==> config.mk <==
export PLATFORM = sky130hd
export DESIGN_NAME = promotable_priority_table
export DESIGN_NICKNAME = d
export VERILOG_FILES = /design/src/rtl/core/ppt_pkg.sv /design/src/rtl/core/promotable_priority_table.sv /design/src/rtl/core/ppt_scan.sv
export SDC_FILE = /design/constraint.sdc
export NUM_CORES = 2
export LEC_CHECK = 0
export BUFFER_PORTS_ARGS = -buffer_cell sky130_fd_sc_hd__buf_2
export CORE_AREA = 5 5 428 430
export CTS_CLUSTER_DIAMETER = 30
export DETAILED_ROUTE_END_ITERATION = 10
export DIE_AREA = 0 0 433 435
export GPL_ROUTABILITY_DRIVEN = 0
export PLACE_DENSITY_LB_ADDON = 0.2
export SYNTH_ARGS = -nofsm -noshare
export SYNTH_HDL_FRONTEND = slang
export SYNTH_SLANG_ARGS = --single-unit
==> constraint.sdc <==
create_clock -name clk_i -period 16.2 [get_ports clk_i]
set_input_delay 0.81 -clock clk_i [delete_from_list [all_inputs] [get_ports clk_i]]
set_output_delay 0.81 -clock clk_i [all_outputs]
set_load 0.1 [all_outputs]
==> src/rtl/core/ppt_pkg.sv <==
// ppt_pkg: sizes, codes and shared types of the promotable priority table.
// Used by ppt_scan and promotable_priority_table; depends on nothing.
package ppt_pkg;

  localparam int CAPACITY       = 16;
  localparam int PAYLOAD_WIDTH  = 32;
  localparam int PRIORITY_WIDTH = 16;
  localparam int ID_WIDTH       = 32;

  localparam int IDX_W   = (CAPACITY > 1) ? $clog2(CAPACITY) : 1;
  localparam int COUNT_W = $clog2(CAPACITY + 1);

  typedef logic [IDX_W-1:0]          idx_t;
  typedef logic [ID_WIDTH-1:0]       id_t;
  typedef logic [PAYLOAD_WIDTH-1:0]  pay_t;
  typedef logic [PRIORITY_WIDTH-1:0] pri_t;
  typedef logic [COUNT_W-1:0]        count_t;

  typedef enum logic [1:0] {
    KIND_ADD,
    KIND_PROMOTE,
    KIND_POP,
    KIND_LOOKUP
  } kind_e;

  typedef enum logic [1:0] {
    STATUS_OK,
    STATUS_FULL,
    STATUS_UNKNOWN,
    STATUS_EMPTY
  } status_e;

  typedef enum logic [2:0] {
    S_IDLE,
    S_SCAN,
    S_APPLY,
    S_RESCAN,
    S_DONE
  } state_e;

  // control of the shared scan/compare unit
  typedef struct packed {
    logic clear;
    logic scan;
    logic inject;
  } scan_ctl_t;

  // one slot (or a freshly written entry) offered to the compare unit
  typedef struct packed {
    logic used;
    idx_t slot;
    id_t  id;
    pri_t pri;
    pay_t pay;
  } cand_t;

  typedef struct packed {
    logic best_valid;
    idx_t best_slot;
    id_t  best_id;
    pri_t best_pri;
    pay_t best_pay;
    logic free_found;
    idx_t free_slot;
    logic match_found;
    idx_t match_slot;
    pri_t match_pri;
    pay_t match_pay;
  } scan_res_t;

endpackage

==> src/rtl/core/promotable_priority_table.sv <==
// promotable_priority_table: top level with slot storage and the sequencer.
// Depends on ppt_pkg and ppt_scan.
//
// Usage: one request channel (kind, payload, target_id) and one result
// channel, both valid/ready. Each request yields exactly one result
// transaction carrying the operation's outcome, the entry count and the
// current maximum entry after the operation.
// The block handles one request at a time; in_ready_o is high only while
// it is idle. Every request walks all slots once through a single shared
// compare unit, one slot per cycle; a pop walks the slots a second time to
// find the new maximum. The next request is taken in the cycle after the
// result is loaded.
// Results sit in an output register; a stalled receiver holds the result
// while the next request is already accepted and processed, which then
// waits for the output register to free up.
// Reset empties the table and restarts the id counter at zero.
module promotable_priority_table (
  input  logic        clk_i,
  input  logic        rst_ni,
  input  logic        in_valid_i,
  output logic        in_ready_o,
  input  logic [1:0]  kind_i,
  input  logic [31:0] payload_i,
  input  logic [31:0] target_id_i,
  output logic        out_valid_o,
  input  logic        out_ready_i,
  output logic [1:0]  status_o,
  output logic [31:0] result_id_o,
  output logic        found_o,
  output logic [31:0] result_payload_o,
  output logic [15:0] result_priority_o,
  output logic [4:0]  entry_count_o,
  output logic        top_valid_o,
  output logic [31:0] top_payload_o,
  output logic [15:0] top_priority_o
);
  import ppt_pkg::*;

  state_e state_q, state_d;
  idx_t   idx_q, idx_d;

  logic [CAPACITY-1:0] slot_used_q;
  id_t                 slot_id_q       [CAPACITY];
  pay_t                slot_payload_q  [CAPACITY];
  pri_t                slot_priority_q [CAPACITY];

  id_t    next_id_q;
  count_t count_q;

  kind_e  kind_q;
  pay_t   payload_q;
  id_t    target_q;

  status_e res_status_q, res_status_d;
  id_t     res_id_q, res_id_d;
  logic    res_found_q, res_found_d;
  pay_t    res_pay_q, res_pay_d;
  pri_t    res_pri_q, res_pri_d;

  logic    out_valid_q;
  status_e out_status_q;
  id_t     out_id_q;
  logic    out_found_q;
  pay_t    out_pay_q;
  pri_t    out_pri_q;
  count_t  out_count_q;
  logic    out_top_valid_q;
  pay_t    out_top_pay_q;
  pri_t    out_top_pri_q;

  scan_ctl_t scan_ctl;
  cand_t     cand;
  scan_res_t scan_res;

  logic in_fire;
  logic wr_add;
  logic wr_promote;
  logic clr_pop;
  logic out_load;
  pri_t pri_inc;

  assign in_ready_o = (state_q == S_IDLE);
  assign in_fire    = in_valid_i && in_ready_o;

  // saturating increment of the matched entry's priority
  assign pri_inc = (scan_res.match_pri == '1) ? scan_res.match_pri
                                              : scan_res.match_pri + PRIORITY_WIDTH'(1);

  ppt_scan u_scan (
    .clk_i       (clk_i),
    .rst_ni      (rst_ni),
    .ctl_i       (scan_ctl),
    .cand_i      (cand),
    .target_id_i (target_q),
    .res_o       (scan_res)
  );

  always_comb begin
    state_d      = state_q;
    idx_d        = idx_q;
    scan_ctl     = '0;
    cand         = '0;
    res_status_d = res_status_q;
    res_id_d     = res_id_q;
    res_found_d  = res_found_q;
    res_pay_d    = res_pay_q;
    res_pri_d    = res_pri_q;
    wr_add       = 1'b0;
    wr_promote   = 1'b0;
    clr_pop      = 1'b0;
    out_load     = 1'b0;
    case (state_q)
      S_IDLE: begin
        if (in_valid_i) begin
          scan_ctl.clear = 1'b1;
          idx_d          = '0;
          state_d        = S_SCAN;
        end
      end
      S_SCAN, S_RESCAN: begin
        scan_ctl.scan = 1'b1;
        cand.used     = slot_used_q[idx_q];
        cand.slot     = idx_q;
        cand.id       = slot_id_q[idx_q];
        cand.pri      = slot_priority_q[idx_q];
        cand.pay      = slot_payload_q[idx_q];
        if (idx_q == IDX_W'(CAPACITY - 1)) begin
          state_d = (state_q == S_SCAN) ? S_APPLY : S_DONE;
        end else begin
          idx_d = idx_q + IDX_W'(1);
        end
      end
      S_APPLY: begin
        res_status_d = STATUS_OK;
        res_id_d     = '0;
        res_found_d  = 1'b0;
        res_pay_d    = '0;
        res_pri_d    = '0;
        state_d      = S_DONE;
        case (kind_q)
          KIND_ADD: begin
            if (!scan_res.free_found) begin
              res_status_d = STATUS_FULL;
            end else begin
              wr_add          = 1'b1;
              res_id_d        = next_id_q;
              // fold the new entry into the running maximum
              scan_ctl.inject = 1'b1;
              cand.used       = 1'b1;
              cand.slot       = scan_res.free_slot;
              cand.id         = next_id_q;
              cand.pri        = '0;
              cand.pay        = payload_q;
            end
          end
          KIND_PROMOTE: begin
            if (!scan_res.match_found) begin
              res_status_d = STATUS_UNKNOWN;
            end else begin
              wr_promote      = 1'b1;
              res_pri_d       = pri_inc;
              scan_ctl.inject = 1'b1;
              cand.used       = 1'b1;
              cand.slot       = scan_res.match_slot;
              cand.id         = target_q;
              cand.pri        = pri_inc;
              cand.pay        = scan_res.match_pay;
            end
          end
          KIND_POP: begin
            if (!scan_res.best_valid) begin
              res_status_d = STATUS_EMPTY;
            end else begin
              clr_pop        = 1'b1;
              res_id_d       = scan_res.best_id;
              res_pay_d      = scan_res.best_pay;
              res_pri_d      = scan_res.best_pri;
              // second pass finds the maximum among what remains
              scan_ctl.clear = 1'b1;
              idx_d          = '0;
              state_d        = S_RESCAN;
            end
          end
          KIND_LOOKUP: begin
            if (scan_res.match_found) begin
              res_found_d = 1'b1;
              res_pay_d   = scan_res.match_pay;
              res_pri_d   = scan_res.match_pri;
            end
          end
          default: begin
            state_d = S_DONE;
          end
        endcase
      end
      S_DONE: begin
        if (!out_valid_q || out_ready_i) begin
          out_load = 1'b1;
          state_d  = S_IDLE;
        end
      end
      default: begin
        state_d = S_IDLE;
      end
    endcase
  end

  always_ff @(posedge clk_i or negedge rst_ni) begin
    if (!rst_ni) begin
      state_q     <= S_IDLE;
      idx_q       <= '0;
      slot_used_q <= '0;
      next_id_q   <= '0;
      count_q     <= '0;
      out_valid_q <= 1'b0;
    end else begin
      state_q <= state_d;
      idx_q   <= idx_d;
      if (wr_add) begin
        slot_used_q[scan_res.free_slot] <= 1'b1;
        next_id_q                       <= next_id_q + ID_WIDTH'(1);
        count_q                         <= count_q + COUNT_W'(1);
      end
      if (clr_pop) begin
        slot_used_q[scan_res.best_slot] <= 1'b0;
        count_q                         <= count_q - COUNT_W'(1);
      end
      if (out_load) begin
        out_valid_q <= 1'b1;
      end else if (out_ready_i) begin
        out_valid_q <= 1'b0;
      end
    end
  end

  always_ff @(posedge clk_i) begin
    if (wr_add) begin
      slot_id_q[scan_res.free_slot]       <= next_id_q;
      slot_payload_q[scan_res.free_slot]  <= payload_q;
      slot_priority_q[scan_res.free_slot] <= '0;
    end
    if (wr_promote) begin
      slot_priority_q[scan_res.match_slot] <= pri_inc;
    end
  end

  always_ff @(posedge clk_i) begin
    if (in_fire) begin
      kind_q    <= kind_e'(kind_i);
      payload_q <= PAYLOAD_WIDTH'(payload_i);
      target_q  <= target_id_i;
    end
    res_status_q <= res_status_d;
    res_id_q     <= res_id_d;
    res_found_q  <= res_found_d;
    res_pay_q    <= res_pay_d;
    res_pri_q    <= res_pri_d;
    if (out_load) begin
      out_status_q    <= res_status_q;
      out_id_q        <= res_id_q;
      out_found_q     <= res_found_q;
      out_pay_q       <= res_pay_q;
      out_pri_q       <= res_pri_q;
      out_count_q     <= count_q;
      out_top_valid_q <= scan_res.best_valid;
      out_top_pay_q   <= scan_res.best_valid ? scan_res.best_pay : '0;
      out_top_pri_q   <= scan_res.best_valid ? scan_res.best_pri : '0;
    end
  end

  assign out_valid_o       = out_valid_q;
  assign status_o          = out_status_q;
  assign result_id_o       = out_id_q;
  assign found_o           = out_found_q;
  assign result_payload_o  = 32'(out_pay_q);
  assign result_priority_o = 16'(out_pri_q);
  assign entry_count_o     = 5'(out_count_q);
  assign top_valid_o       = out_top_valid_q;
  assign top_payload_o     = 32'(out_top_pay_q);
  assign top_priority_o    = 16'(out_top_pri_q);

  a_count_matches_used: assert property (@(posedge clk_i) disable iff (!rst_ni)
    $countones(slot_used_q) == 32'(count_q))
    else $error("entry count disagrees with used slots");

  a_count_in_range: assert property (@(posedge clk_i) disable iff (!rst_ni)
    32'(count_q) <= CAPACITY)
    else $error("entry count above capacity");

  a_top_tracks_count: assert property (@(posedge clk_i) disable iff (!rst_ni)
    out_valid_q |-> (out_top_valid_q == (out_count_q != '0)))
    else $error("top entry flag disagrees with entry count");

  a_pop_needs_entry: assert property (@(posedge clk_i) disable iff (!rst_ni)
    clr_pop |-> (slot_used_q[scan_res.best_slot] && (count_q != '0)))
    else $error("pop of an empty slot");

endmodule

==> src/rtl/core/ppt_scan.sv <==
// ppt_scan: shared compare unit with its accumulators; one candidate per cycle
// tracks the maximum entry, the lowest free slot and the first id match.
// Depends on ppt_pkg.
module ppt_scan (
  input  logic               clk_i,
  input  logic               rst_ni,
  input  ppt_pkg::scan_ctl_t ctl_i,
  input  ppt_pkg::cand_t     cand_i,
  input  ppt_pkg::id_t       target_id_i,
  output ppt_pkg::scan_res_t res_o
);
  import ppt_pkg::*;

  scan_res_t res_q;
  logic      key_gt;
  logic      key_eq;
  logic      wins;

  // order: priority, then id; equal keys go to the lower slot
  always_comb begin
    key_gt = (cand_i.pri > res_q.best_pri) ||
             ((cand_i.pri == res_q.best_pri) && (cand_i.id > res_q.best_id));
    key_eq = (cand_i.pri == res_q.best_pri) && (cand_i.id == res_q.best_id);
    wins   = cand_i.used && (!res_q.best_valid || key_gt ||
             (key_eq && (cand_i.slot < res_q.best_slot)));
  end

  always_ff @(posedge clk_i or negedge rst_ni) begin
    if (!rst_ni) begin
      res_q <= '0;
    end else if (ctl_i.clear) begin
      res_q.best_valid  <= 1'b0;
      res_q.free_found  <= 1'b0;
      res_q.match_found <= 1'b0;
    end else begin
      if ((ctl_i.scan || ctl_i.inject) && wins) begin
        res_q.best_valid <= 1'b1;
        res_q.best_slot  <= cand_i.slot;
        res_q.best_id    <= cand_i.id;
        res_q.best_pri   <= cand_i.pri;
        res_q.best_pay   <= cand_i.pay;
      end
      if (ctl_i.scan && !res_q.free_found && !cand_i.used) begin
        res_q.free_found <= 1'b1;
        res_q.free_slot  <= cand_i.slot;
      end
      if (ctl_i.scan && !res_q.match_found && cand_i.used &&
          (cand_i.id == target_id_i)) begin
        res_q.match_found <= 1'b1;
        res_q.match_slot  <= cand_i.slot;
        res_q.match_pri   <= cand_i.pri;
        res_q.match_pay   <= cand_i.pay;
      end
    end
  end

  assign res_o = res_q;

endmodule

==> run summary <==
via count: 38500
Resize count post-CTS: 0
CTS max path bufs: 4
drt total wl: 200000 um
worst endpoint required time: 16.97 ns
Clock Latency Late Sink: 0.94 ns
crit path kind: reg -> reg
total CTS buffers: 393
Hold Crit Depth: 1
crit-path cells: buf_12, buf_4, buf_4, mux4_2, mux2i_1, nor2_1, nor2_1, o22ai_1, ha_1, nand4_1, nor2_1, a221oi_1, o21ai_0, o21ai_0, a311oi_1, o32a_2, buf_4, buf_4, mux2_2
Worst Setup EP: u_scan.res_o[80]
Rel. slew slack: 19.5%
Most used DFF post-synth: edfxtp_1
mapped cell area: 71100 um^2
reg2reg end: u_scan.res_o[80]
area grow syn2layout: 24.3%
Die Ht: 435 um
first-pass GRT wire length: 287000 um
P per Cell Area: 189 nW/um^2
Pleak: 0.0308 uW
Avg Synthesized Cell Area: 19.3 um^2
most frequent CP cell: buf_4
R2R Setup Slk: 7.72 ns
num rows: 156
fraction of layout cells with a size suffix above 1: 32.6%
DR pass1 iterations: 6
Wirelength per Cell: 28.9 um
Post-synth top cells: 1566 x edfxtp_1, 321 x mux4_2, 204 x dfrtp_1, 134 x nand2_1, 113 x nor2_1
die area: 188000 um^2
Routed Antenna Nets: 0
post-synthesis async set-or-reset flop share: 11.5%
worst hold slack: 0.0585 ns
Placement Cell Area: 75100 um^2
post-synthesis cell count: 3680
max incr delay on CP: 0.85 ns
Clk pin slew, worst setup/hold paths: 0.05 ns
reg2reg start: idx_q[0]
via-per-instance ratio: 5.57
share of the synthesized area in the top cell type: 66.2%
number of flops mapped to enable cells by yosys: 1566
synth warn: 0
R2R depth: 19
DRC violations left: 0
most common cell in the synthesized netlist: edfxtp_1
Worst setup EP type: flip-flop
Non-Filler Cell Area, Final: 88300 um^2
die width: 433 um
grt total ovfl: 0
Synth area leader: edfxtp_1
initial antenna violation count: 8
largest fanout on the critical path: 105
Synth area leaders: edfxtp_1 66%, mux4_2 10%, dfrtp_1 7.2%
CTS root buf: clkbuf_16
CP bufs+invs: 5
initial DRC count: 3950
Worst Hold Class: in -> reg
RSZ-0062 raised after global routing: no
CTS tree: yes
core box area: 179000 um^2
Peak VDD IR: 0.000154 V
dpl hpwl: 114000 um
largest net degree at the start of global routing: 106
Starting Density: 39.6%
Top delay family on crit path: buffers and inverters
Slowest cell on crit path: buf_4
CP Launch Type: flip-flop
Yosys reg bits: 1770
Global Route Usage Sum: 21.0%
max cap viols: 0
Netlist cell types: 77
critical path depth in cells: 19
WP data arrival: 9.25 ns
vias in the first global route: 39800
Fin. Hold Viols: 0
CTS H-Tree Depth: 5
Slew Viols, Final: 0
Post-CTS Setup Bufs: 0
period utilization: 52.4%
final setup violating endpoints: 0
fin crit period: 8.48 ns
Final TNS setup: 0 ns
outcome: complete, no violations
nets: 4351
Worst-Margin Slew: 1.20 ns
PortBufs: 208
critical path startpoint: idx_q[0]
Seq/Total Area, Yosys: 73.3%
number of clock sinks: 1770
Post-Synthesis Net Count: 3808
overall power: 16700 uW
Max Fclk: 118 MHz
I/O pins: 209
Clock Skews: 0.0965 ns
==> worst min path at each step <==
| stage | end | startpoint | slack [ns] |
|---|---|---|---|
| floorplan | found_o | res_found_q | 0.40 |
| global placement | result_id_o[16] | res_id_q[16] | 0.40 |
| detailed placement | result_payload_o[23] | res_pay_q[23] | 0.40 |
| CTS | target_q[14] | target_id_i[14] | 0.0003 |
| global route | payload_q[29] | payload_i[29] | 0.02 |
| finish | kind_q[0] | kind_i[0] | 0.06 |
==> power breakdown <==
| part | internal, uW | switching, uW |
|---|---|---|
| Combinational | 1460 | 2030 |
| Sequential | 5230 | 285 |
| Clock | 5250 | 2470 |
==> state kept, by name (all words and copies together) (netlist names), 16 cells and up <==
register / cells
res_pri_q: 16
slot_payload_q: 512
result_id_o: 32
target_q: 32
result_payload_o: 32
top_priority_o: 16
result_priority_o: 16
top_payload_o: 32
res_pay_q: 32
next_id_q: 32
slot_priority_q: 256
payload_q: 32
slot_used_q: 16
res_id_q: 32
slot_id_q: 512
u_scan.res_o: 143
==> cells in the final DEF, fill, tap and decap left out, drive strengths merged, types with 85 or more instances in the layout <==
| cell type | count |
|---|---|
| a22oi | 89 |
| mux2 | 139 |
| buf | 327 |
| o21ai | 85 |
| nor2 | 114 |
| mux4 | 356 |
| inv | 113 |
| dfrtp | 204 |
| clkinv | 144 |
| clkbuf | 463 |
| edfxtp | 1566 |
| nand2 | 135 |
==> layout make-up <==
type	count	area, um^2
Antenna cell	1	2.50
Clock buffer	463	10400
Clock inverter	251	2670
Fill cell	14600	91000
Inverter	87	334
Multi-Input combinational cell	1625	17700
Sequential cell	1770	52100
Tap cell	2370	2970
Timing Repair Buffer	346	2150
==> worst register-to-register path, cell delays in order, from the launching register on <==
cell	delay, ns
dfrtp_4	0.62
buf_12	0.67
buf_4	0.92
buf_4	0.88
mux4_2	0.60
mux2i_1	0.51
nor2_1	0.09
nor2_1	0.15
o22ai_1	0.12
ha_1	0.34
nand4_1	0.09
nor2_1	0.22
a221oi_1	0.14
o21ai_0	0.11
o21ai_0	0.14
a311oi_1	0.34
o32a_2	0.59
buf_4	0.57
buf_4	0.71
mux2_2	0.49
==> repair_timing <==
action | in CTS | in global routing
setup endpoints to repair | 0 | 0
hold endpoints to repair | 40 | 0
hold buffers | 19 | 0
==> cells by family (layout without fill, tap and decap cells) <==
family / Yosys count / in the layout / share of synthesized area [%]
AO/OA/AOI/OAI: 497 / 497 / 4.94
adder cells (fa/ha/maj): 58 / 58 / 1.03
XOR/XNOR: 55 / 55 / 0.678
buffers and inverters: 285 / 1147 / 2.04
other: 0 / 1 / 0
flip-flops: 1770 / 1770 / 73.3
multiplexers: 564 / 564 / 14.9
AND/OR/NAND/NOR: 451 / 451 / 3.07
==> layer usage <==
layer / share of wire [%] / wire length, um / track usage [%]
met3: 6.9 / 13700 / 4.57
met4: 2.8 / 5500 / 6.58
met5: 0 / 0 / 0
met1: 41 / 82100 / 28.1
met2: 49 / 98700 / 34.5
==> metrics by stage <==
stage	util [%]	cells	setup slack [ns]
3_3_place_gp	41.9	6179	7.54
5_1_grt	49.2	6913	7.06
2_1_floorplan	-	3680	8.07
6_report	49.2	6913	7.72
3_5_place_dp	41.9	6179	7.56
4_1_cts	49.2	6912	7.54
Power figures use the tool's default switching activity.
